File: src/rtl/ple_pkg.sv
// Shared types, codes and constants for the positional list engine.
package ple_pkg;

    localparam int unsigned CAPACITY_DEFAULT = 16;
    localparam int unsigned VALUE_W          = 32;
    localparam int unsigned POS_W            = 8;
    localparam int unsigned REQ_W            = 3;
    localparam int unsigned STATUS_W         = 2;
    localparam int unsigned ITEM_INDEX_W     = 4;
    localparam int unsigned LENGTH_W         = 5;
    localparam int unsigned CMP_W            = POS_W + 1;

    typedef enum logic [REQ_W-1:0] {
        REQ_INSERT     = 3'd0,
        REQ_DELETE_POS = 3'd1,
        REQ_DELETE_END = 3'd2,
        REQ_UPDATE_POS = 3'd3,
        REQ_UPDATE_END = 3'd4,
        REQ_READ_ALL   = 3'd5
    } req_code_t;

    typedef enum logic [STATUS_W-1:0] {
        ST_OK    = 2'd0,
        ST_EMPTY = 2'd1,
        ST_RANGE = 2'd2,
        ST_FULL  = 2'd3
    } status_t;

    typedef enum logic [2:0] {
        CELL_HOLD,
        CELL_INSERT,
        CELL_DELETE,
        CELL_WRITE,
        CELL_ROTATE
    } cell_op_t;

    typedef struct packed {
        cell_op_t                   op;
        logic [POS_W-1:0]           pos;
        logic signed [VALUE_W-1:0]  value;
    } cell_cmd_t;

    typedef struct packed {
        logic [REQ_W-1:0]           req_type;
        logic [POS_W-1:0]           position;
        logic signed [VALUE_W-1:0]  value;
    } req_payload_t;

    typedef struct packed {
        logic [STATUS_W-1:0]        status;
        logic signed [VALUE_W-1:0]  item_value;
        logic [ITEM_INDEX_W-1:0]    item_index;
        logic [LENGTH_W-1:0]        list_length;
        logic                       last;
    } rsp_payload_t;

endpackage

File: src/rtl/ple_cell.sv
// One list cell: holds a value and takes a neighbour's value on shift.
module ple_cell #(
    parameter int unsigned INDEX = 0
) (
    input  logic                                clk,
    input  ple_pkg::cell_cmd_t                  cmd,
    input  logic signed [ple_pkg::VALUE_W-1:0]  left_value,
    input  logic signed [ple_pkg::VALUE_W-1:0]  right_value,
    output logic signed [ple_pkg::VALUE_W-1:0]  value
);
    import ple_pkg::*;

    localparam logic [POS_W-1:0] MY_INDEX = POS_W'(INDEX);

    logic signed [VALUE_W-1:0] value_reg;
    logic signed [VALUE_W-1:0] value_next;

    always_comb
    begin
        value_next = value_reg;
        unique case (cmd.op)
            CELL_HOLD:
            begin
                value_next = value_reg;
            end
            CELL_INSERT:
            begin
                if (MY_INDEX == cmd.pos)
                begin
                    value_next = cmd.value;
                end
                else if (MY_INDEX > cmd.pos)
                begin
                    value_next = left_value;
                end
            end
            CELL_DELETE:
            begin
                if (MY_INDEX >= cmd.pos)
                begin
                    value_next = right_value;
                end
            end
            CELL_WRITE:
            begin
                if (MY_INDEX == cmd.pos)
                begin
                    value_next = cmd.value;
                end
            end
            CELL_ROTATE:
            begin
                // pos marks the tail; the head wraps round into it
                if (MY_INDEX == cmd.pos)
                begin
                    value_next = cmd.value;
                end
                else if (MY_INDEX < cmd.pos)
                begin
                    value_next = right_value;
                end
            end
            default:
            begin
                value_next = value_reg;
            end
        endcase
    end

    always_ff @(posedge clk)
    begin
        value_reg <= value_next;
    end

    assign value = value_reg;

endmodule

File: config.mk
export PLATFORM = sky130hd
export DESIGN_NAME = ple_cell
export DESIGN_NICKNAME = d
export VERILOG_FILES = /design/src/rtl/ple_pkg.sv /design/src/rtl/ple_cell.sv
export SDC_FILE = /design/constraint.sdc
export NUM_CORES = 1
export LEC_CHECK = 0
export BUFFER_PORTS_ARGS = -buffer_cell sky130_fd_sc_hd__clkbuf_2
export CAP_MARGIN = 20
export CORE_MARGIN = 8
export CORE_UTILIZATION = 30
export DETAILED_ROUTE_END_ITERATION = 10
export MAX_ROUTING_LAYER = met4
export PLACE_DENSITY = 0.63
export SLEW_MARGIN = 0
export SYNTH_ARGS = -nofsm -noshare
export SYNTH_HDL_FRONTEND = slang
export SYNTH_SLANG_ARGS = --single-unit
File: constraint.sdc
create_clock -name clk -period 4.7 [get_ports clk]
set_input_delay 0.47 -clock clk [delete_from_list [all_inputs] [get_ports clk]]
set_output_delay 0.47 -clock clk [all_outputs]
set_load 0.01 [all_outputs]
==> metrics, run 1 <==
vias in the first global route=2747; Net Count, Synth=361; Cell Area, Synth=0.00249 mm²; Post-synth EDFFs=32; final setup violation count=0; sequential share of the synthesized area=38.6%; total number of vias=2569; Antenna Diode Count=0; vias per inst=5.33; Ports=140; Leak Pwr=1.38 nW; crit-path max cell delay=840 ps; worst endpoint required time=4710 ps; Pre-antenna DRT Iters=4; Syn Inst Count=253; CP max-delay cell=or3b_2; Max transition margin=42.9%; DP HPWL=6230 µm; htree depth=2; Starting Density=30.6%; critical path launch point type=input pin; combinational share of power=26.2%; class of the worst hold path=in2reg; min cycle time layout=2740 ps; Setup crit end kind=register; Unique masters post-synth=25; Die Y=107 µm; DIE AREA=0.0115 mm²; Die Wd=107 µm; number of flip-flops in the largest register=32; number of clock sinks=32; final hold vios=0; fmax=365 MHz; Fin Hold WS=501 ps; Buffers on Ports=139; Max Buffers Root-to-Sink=2; post-synth top area share=38.6%; Main synth FF type=edfxtp_1; share of power burned in registers=45.9%; CTS tree=yes; Area contributors post-synth=edfxtp_1 39%, mux2i_1 10%, o221ai_1 9.9%; P_sw=0.000211 W; WP data arrival=2750 ps; Sw Share=28.4%; RSZ-0062 raised after global routing=false; Synth Area per Inst=9.83 µm²; total core area=0.00813 mm²; area growth from synthesis to layout=32.9%; Worst Path Class, Setup=in2reg; maximum vdd drop=0.0993 mV; Yosys warning total=0; Reg clk slew, reported paths=70 ps; power density over cell area=225 mW/mm²; internal power=0.000532 W; FF+latch count, synth=32; worst-path cell chain=clkbuf_2 -> or3b_2 -> nand2_1 -> buf_8 -> o221ai_1; Non-Filler Instances=482; synth cell count leaders=33 x nand2_1, 32 x edfxtp_1, 28 x o221ai_1; antenna-violating nets left=0; Worst Hold Launch=right_value[3]; hold buffer count at CTS=0; largest area contributor in the netlist=edfxtp_1; pre-CTS WS=1360 ps; row cnt=33; # Post-CTS Setup Buffers=0; clock buffer count from CTS=5; Final nets=484; largest net degree at the start of global routing=52; hold endpoint=value[3]; Sum Neg Setup Slack=0 ps; GPL Wtd Cong=0.736; hold depth=3; period utilization=58.4%; routed len/inst=17.5 µm; Total Routed Length=8460 µm; Total GRT Usage=14.8%; count leader, synth=nand2_1; drt drc=0; post-CTS sizing=0; Clock Power Share=27.9%; Final Worst Setup Slack=1960 ps; total grt overflow=0; measured slew at the worst slew-check pin=856 ps; Max-cap violations=0; first-pass GRT wire length=13400 µm; ys async rst share=0%; share of cells above drive strength 1=44.8%; Initial DRC Count=137; Final Max Tran Viols=0; dpl cells=471; CP Max Fanout=36; status=finished, final reports clean; clock root buffer=clkbuf_8; initial antenna violation count=0
placed cells by master (no fill, tap or decap), types with 2 or more instances in the layout:
master,instances
o21ai_0,18
or4_4,2
o21a_1,19
mux2_2,12
buf_12,2
mux2i_1,25
clkbuf_2,139
nand2_1,33
o221ai_1,28
clkbuf_8,5
o211ai_1,6
o22ai_1,20
nand2b_1,3
a21oi_1,20
clkinv_2,2
edfxtp_1,32
logic make-up (layout without fill, tap and decap cells):
family / count (synthesis) / after routing / synth area share, %
multiplexers: 37 / 37 / 15.5
AND/OR/NAND/NOR: 42 / 42 / 7.95
flip-flops: 32 / 32 / 38.6
buffers and inverters: 27 / 151 / 6.59
AO/OA/AOI/OAI: 115 / 115 / 31.3
cell type report:
| class | count | area, µm² |
|---|---|---|
| multi-input cells | 194 | 1370 |
| clock inverters | 3 | 13.8 |
| repair buffers | 143 | 758 |
| flip-flops and latches | 32 | 961 |
| well taps | 105 | 131 |
| fillers | 830 | 4830 |
| clock buffers | 5 | 68.8 |
power by group through the flow:
stage	registers [W]	clock network (W)	logic, W
global route	0.000343	0.000226	0.000216
floorplan	0.000356	0	0.0000958
detailed placement	0.000348	0	0.000192
finish	0.000341	0.000207	0.000195
global placement	0.000348	0	0.000187
CTS	0.000342	0.000211	0.000192
how the worst max path moves through the flow:
stage,start,end,slack (ps),cells past startpoint
floorplan,cmd[32],value[0],360,5
global placement,cmd[40],value[2],1440,4
detailed placement,cmd[40],value[21],1360,4
CTS,cmd[40],value[10],1680,4
global route,cmd[40],value[18],1750,6
finish,cmd[40],value[8],1960,5
metrics by stage:
stage          utilization, %  total power [W]  area (µm²)
2_1_floorplan               -         0.000452        2490
3_3_place_gp             39.0         0.000535        3170
3_5_place_dp             39.0         0.000540        3170
4_1_cts                  40.0         0.000745        3250
5_1_grt                  40.7         0.000784        3310
6_report                 40.7         0.000743        3310
layer usage:
metal | share of wire, % | routed length [µm] | track usage, % | vias to the layer above
met3 | 7.5 | 631 | 3.60 | 8
met5 | 0 | 0 | - | -
met2 | 48 | 4060 | 24.4 | 134
met4 | 1.3 | 106 | 4.92 | 0
met1 | 43 | 3660 | 17.1 | 1168
li1 | - | - | - | 1259
critical path, delay by kind of cell:
family | cells | cell delay [ps]
and+or+nand+nor | 2 | 1400
AOI/OAI and AO/OA | 1 | 150
buffers and inverters | 2 | 720
No activity file was read; power rests on OpenSTA's default activity.
==> inputs of run 2 (changes only) <==
--- a/config.mk
+++ b/config.mk
@@ -11,7 +11,7 @@
 export CORE_UTILIZATION = 30
 export DETAILED_ROUTE_END_ITERATION = 10
 export MAX_ROUTING_LAYER = met4
-export PLACE_DENSITY = 0.63
+export PLACE_DENSITY = 0.65
 export SLEW_MARGIN = 0
 export SYNTH_ARGS = -nofsm -noshare
 export SYNTH_HDL_FRONTEND = slang
==> constraint.sdc (replaced) <==
create_clock -name clk -period 2.3 [get_ports clk]
set_input_delay 0.23 -clock clk [delete_from_list [all_inputs] [get_ports clk]]
set_output_delay 0.23 -clock clk [all_outputs]
set_load 0.01 [all_outputs]
==> metrics, run 2 (synthesis results as in run 1) <==
leading cell type in the layout, fill and taps excluded=clkbuf_2; DIE AREA=0.0115 mm² (unchanged); row cnt=33 (unchanged); Ports=140 (unchanged); Total GRT Usage=15.9% (+1.1 points); Reg clk slew, reported paths=80 ps (about the same); Antenna Diode Count=0 (unchanged); hold buffer count at CTS=0 (unchanged); clock buffer count from CTS=5 (unchanged); Max-cap violations=0 (unchanged); final hold vios=0 (unchanged); final core occ=41.8% (+1.1 points); WP data arrival=1820 ps (-930 ps); WP buf/inv=2 (unchanged); drt drc=0 (unchanged); first-pass GRT wire length=14500 µm (+7.9%); post-CTS sizing=0 (unchanged); measured slew at the worst slew-check pin=862 ps (+6.11 ps); maximum vdd drop=0.226 mV (+130%); Die Wd=107 µm (unchanged); share of cells above drive strength 1=46.3% (+1.4 points); class of the worst hold path=in2reg; GPL Wtd Cong=0.724 (-1.5%); total number of vias=2669 (+3.9%); hold depth=3 (unchanged); Leak Pwr=1.43 nW (+3.6%); htree depth=2 (unchanged); clock root buffer=clkbuf_8; Max transition margin=42.5% (-0.41 points); worst endpoint required time=2320 ps (-2390 ps); area growth from synthesis to layout=36.7%; routed len/inst=18.2 µm (+3.5%); RSZ-0062 raised after global routing=false; fmax=556 MHz; antenna-violating nets left=0 (unchanged); number of clock sinks=32 (unchanged); CP Max Fanout=19 (-47%); vias per inst=5.42 (+1.8%); delay-heaviest family, CP=simple AND/OR/NAND/NOR gates; CP max-delay cell=or4_4; # Post-CTS Setup Buffers=0 (unchanged); DP HPWL=6710 µm (+7.8%); Worst Hold Launch=right_value[28]; Initial DRC Count=96 (-30%); final setup violation count=0 (unchanged); critical path launch point type=input pin; Pre-antenna DRT Iters=4 (unchanged); Final nets=494 (+2.1%); CTS tree=yes; hold endpoint=value[28]; Sum Neg Setup Slack=0 ps (unchanged); worst-path cell chain=clkbuf_2 -> or4_4 -> or2_2 -> buf_4 -> mux2i_1 -> o221ai_1; Starting Density=30.6% (unchanged); largest net degree at the start of global routing=36 (-31%); total core area=0.00813 mm² (unchanged); Max Buffers Root-to-Sink=2 (unchanged); status=finished, final reports clean; power density over cell area=488 mW/mm² (+120%); commonest cells after routing, fill and taps aside=139 x clkbuf_2, 33 x nand2_1, 32 x edfxtp_1; Total Routed Length=8930 µm (+5.6%); Die Y=107 µm (unchanged); initial antenna violation count=0 (unchanged); Setup crit end kind=register; Worst Path Class, Setup=in2reg; total grt overflow=0 (unchanged); vias in the first global route=2933 (+6.8%); crit-path max cell delay=560 ps (-280 ps); Final Max Tran Viols=0 (unchanged); number of flip-flops in the largest register=32 (unchanged); min cycle time layout=1800 ps; Buffers on Ports=139 (unchanged); period utilization=78.2%
-- run 2: area by class of cell --
class,count,area (µm²)
clock buffers,6,72.6
clock inverters,2,35.0
fillers,800,4730
multi-input cells,194,1370
flip-flops and latches,32,961
well taps,105,131
repair buffers,153,826
-- run 2: per-stage QoR --
stage / std cells / cell area (µm²) / setup slack (ps) / hold WS [ps] / total power (W)
2_1_floorplan: 253 / 2500 / 14.8 / 424 / 0.000924
3_3_place_gp: 484 / 3290 / 237 / 542 / 0.00111
3_5_place_dp: 484 / 3290 / 196 / 548 / 0.00112
4_1_cts: 492 / 3400 / 508 / 251 / 0.00167
5_1_grt: 492 / 3400 / 412 / 268 / 0.00175
6_report: 492 / 3400 / 502 / 262 / 0.00166
-- run 2: power by group --
part | leakage [nW] | total (W) | internal [W] | switching [W]
logic | 1.08 | 0.000411 | 0.000202 | 0.000210
clock network | 0.0552 | 0.000550 | 0.000322 | 0.000229
registers | 0.296 | 0.000697 | 0.000687 | 0.00000930
total | 1.43 | 0.00166 | 0.00121 | 0.000447
-- run 2: worst max-delay path by stage --
stage	from	endpoint	cells after the start
after detailed placement	cmd[32]	value[0]	6
final	cmd[32]	value[27]	6
after floorplan	cmd[32]	value[0]	5
after global placement	cmd[32]	value[8]	6
after CTS	cmd[32]	value[27]	6
after global routing	cmd[32]	value[2]	6
-- run 2: layer usage --
layer / vias to the layer above / share of wire [%] / global-route usage [%]
met5: - / 0 / -
met4: 0 / 0.87 / 4.52
met3: 8 / 6.7 / 3.18
met2: 136 / 49 / 25.9
met1: 1247 / 43 / 19.4
li1: 1278 / - / -
==> inputs of run 3 (changes only) <==
--- a/config.mk
+++ b/config.mk
@@ -5,13 +5,14 @@
 export SDC_FILE = /design/constraint.sdc
 export NUM_CORES = 1
 export LEC_CHECK = 0
+export ABC_AREA = 1
 export BUFFER_PORTS_ARGS = -buffer_cell sky130_fd_sc_hd__clkbuf_2
 export CAP_MARGIN = 20
 export CORE_MARGIN = 8
 export CORE_UTILIZATION = 30
 export DETAILED_ROUTE_END_ITERATION = 10
 export MAX_ROUTING_LAYER = met4
-export PLACE_DENSITY = 0.65
+export PLACE_DENSITY = 0.62
 export SLEW_MARGIN = 0
 export SYNTH_ARGS = -nofsm -noshare
 export SYNTH_HDL_FRONTEND = slang
==> constraint.sdc (replaced) <==
create_clock -name clk -period 1.9 [get_ports clk]
set_input_delay 0.19 -clock clk [delete_from_list [all_inputs] [get_ports clk]]
set_output_delay 0.19 -clock clk [all_outputs]
set_load 0.01 [all_outputs]
==> metrics, run 3 <==
routed len/inst=14.7 µm (-19%); synth cell count leaders=264 x nand2_1, 52 x nand3_1, 32 x edfxtp_1; final core occ=40.3% (-1.5 points); share of cells above drive strength 1=30.7% (-16 points); Max transition margin=60.4% (+18 points); CP max-delay cell=inv_4; FF+latch count, synth=32 (unchanged); Buffers on Ports=139 (unchanged); most used cell, CP=nand2_1; Reg clk slew, reported paths=80 ps (about the same); WP buf/inv=2 (unchanged); Worst Hold Launch=cmd[25]; filler instances=929 (+16%); Reg area=961 µm² (unchanged); Initial DRC Count=102 (+6.3%); period utilization=69.2%; Main synth FF type=edfxtp_1; commonest cells after routing, fill and taps aside=264 x nand2_1, 139 x clkbuf_2, 52 x nand3_1; Max-cap violations=0 (unchanged); drt drc=0 (unchanged); number of flip-flops in the largest register=32 (unchanged); GPL Wtd Cong=0.790 (+9.1%); measured slew at the worst slew-check pin=594 ps (-268 ps); crit-path max cell delay=260 ps (-300 ps); first-pass GRT wire length=15100 µm (+4.2%); Yosys warning total=0 (unchanged); Total Routed Length=9490 µm (+6.3%); row cnt=34 (+3.0%); htree depth=2 (unchanged); Cell Area, Synth=0.00259 mm² (+4.1%); power density over cell area=538 mW/mm² (+10%); DP HPWL=6910 µm (+2.9%); worst endpoint required time=1940 ps (-380 ps); Ports=140 (unchanged); status=finished, final reports clean; CTS tree=yes; ys async rst share=0% (unchanged); hold buffer count at CTS=0 (unchanged); min cycle time layout=1320 ps; RSZ-0062 raised after global routing=false; dpl cells=638 (+32%); clock root buffer=clkbuf_8; count leader, synth=nand2_1; sequential share of the synthesized area=37.1% (-1.5 points); final setup violation count=0 (unchanged); Final nets=645 (+31%); Leak Pwr=1.91 nW (+33%); total number of vias=3100 (+16%); delay-heaviest family, CP=simple AND/OR/NAND/NOR gates; class of the worst hold path=in2reg; Antenna Diode Count=0 (unchanged); number of clock sinks=32 (unchanged); Worst Path Class, Setup=in2reg; Syn Inst Count=405 (+60%); Die Y=109 µm (+1.7%); largest area contributor in the netlist=nand2_1; CP Max Fanout=62 (+43); vias per inst=4.80 (-12%); Area contributors post-synth=nand2_1 38%, edfxtp_1 37%, nand3_1 10%; Sum Neg Setup Slack=0 ps (unchanged); Post-synth EDFFs=32 (unchanged); critical path launch point type=input pin; Total GRT Usage=16.4% (+0.51 points); hold endpoint=value[25]; area growth from synthesis to layout=32.9%; leading cell type in the layout, fill and taps excluded=nand2_1; post-CTS sizing=0 (unchanged); hold depth=3 (unchanged); fmax=760 MHz; final hold vios=0 (unchanged); # Post-CTS Setup Buffers=0 (unchanged); DIE AREA=0.0119 mm² (+3.5%); vias in the first global route=3249 (+11%); Final Max Tran Viols=0 (unchanged); total core area=0.00855 mm² (+5.1%); clock buffer count from CTS=5 (unchanged); Pre-antenna DRT Iters=7 (+3); Unique masters post-synth=17 (-32%); initial antenna violation count=0 (unchanged); Setup crit end kind=register; largest net degree at the start of global routing=63 (+75%); Non-Filler Instances=646 (+31%); antenna-violating nets left=0 (unchanged); Net Count, Synth=513 (+42%); post-synth top area share=38.3% (-0.37 points); WP data arrival=1360 ps (-460 ps); area taken by multi-input logic gates=0.00143 mm² (+4.1%); Die Wd=109 µm (+1.7%); total grt overflow=0 (unchanged); Max Buffers Root-to-Sink=2 (unchanged); worst-path cell chain=clkbuf_2 -> nor2_1 -> nand2_2 -> nor2_8 -> inv_4 -> nand2_1 -> nand2_1 -> nand2_1 -> nand3_1; Starting Density=30.3% (-0.29 points); maximum vdd drop=0.228 mV (+0.88%); Synth Area per Inst=6.40 µm² (-35%)
## run 3: cell count changes after synthesis, sizes merged, moves of 18 or more
| cell | delta |
|---|---|
| o21a | -19 |
| o21ai | -18 |
| nand3 | +52 |
| nand2 | +233 |
| o22ai | -20 |
| a21oi | -18 |
| mux2i | -25 |
| o221ai | -28 |
## run 3: metrics by stage
| step | area [µm²] | hold slack [ps] | total power (W) | setup slack [ps] |
|---|---|---|---|---|
| 2_1_floorplan | 2590 | 407 | 0.00110 | 17.2 |
| 3_3_place_gp | 3360 | 513 | 0.00132 | 348 |
| 3_5_place_dp | 3360 | 520 | 0.00134 | 289 |
| 4_1_cts | 3440 | 219 | 0.00187 | 589 |
| 5_1_grt | 3440 | 227 | 0.00196 | 452 |
| 6_report | 3440 | 223 | 0.00185 | 584 |
## run 3: worst max path at each step
stage,startpoint,cells after the start,slack (ps),end
after floorplan,cmd[37],6,20,value[0]
after global placement,cmd[37],9,350,value[4]
after detailed placement,cmd[36],9,290,value[4]
after CTS,cmd[36],9,590,value[4]
after global routing,cmd[32],9,450,value[4]
final,cmd[36],9,580,value[17]
## run 3: layer usage
metal  part of all wire, %  track usage [%]  vias to the layer above
li1                      -                -                     1571
met1                    39             17.2                     1400
met2                    53             29.9                      121
met3                   6.8             3.07                        8
met4                   1.2             5.87                        0
met5                     0                -                        -
## run 3: final cells by class
cell class,count,share of cell area [%]
repair buffers,148,23.3
multi-input cells,342,41.5
well taps,108,3.93
inverters,8,0.945
clock buffers,5,2.00
flip-flops and latches,32,27.9
clock inverters,3,0.400
## run 3: cells by family (layout without fill, tap and decap cells)
family          Yosys count  after routing  synth area share, %
compound gates           16             16                 4.35
buf+inv                  31            164                 7.68
flops                    32             32                 37.1
simple gates            326            326                 50.9
## run 3: power by group
group / switching [W] / total, W / internal (W) / leakage, nW
combinational: 0.000264 / 0.000472 / 0.000208 / 1.57
sequential: 0.0000113 / 0.000844 / 0.000833 / 0.292
clock: 0.000287 / 0.000536 / 0.000249 / 0.0453
total: 0.000562 / 0.00185 / 0.00129 / 1.91
## run 3: tightest hold or removal path, stage by stage
cell and delay [ps]:
clkbuf_2 90, a22oi_1 60, nand3_1 70
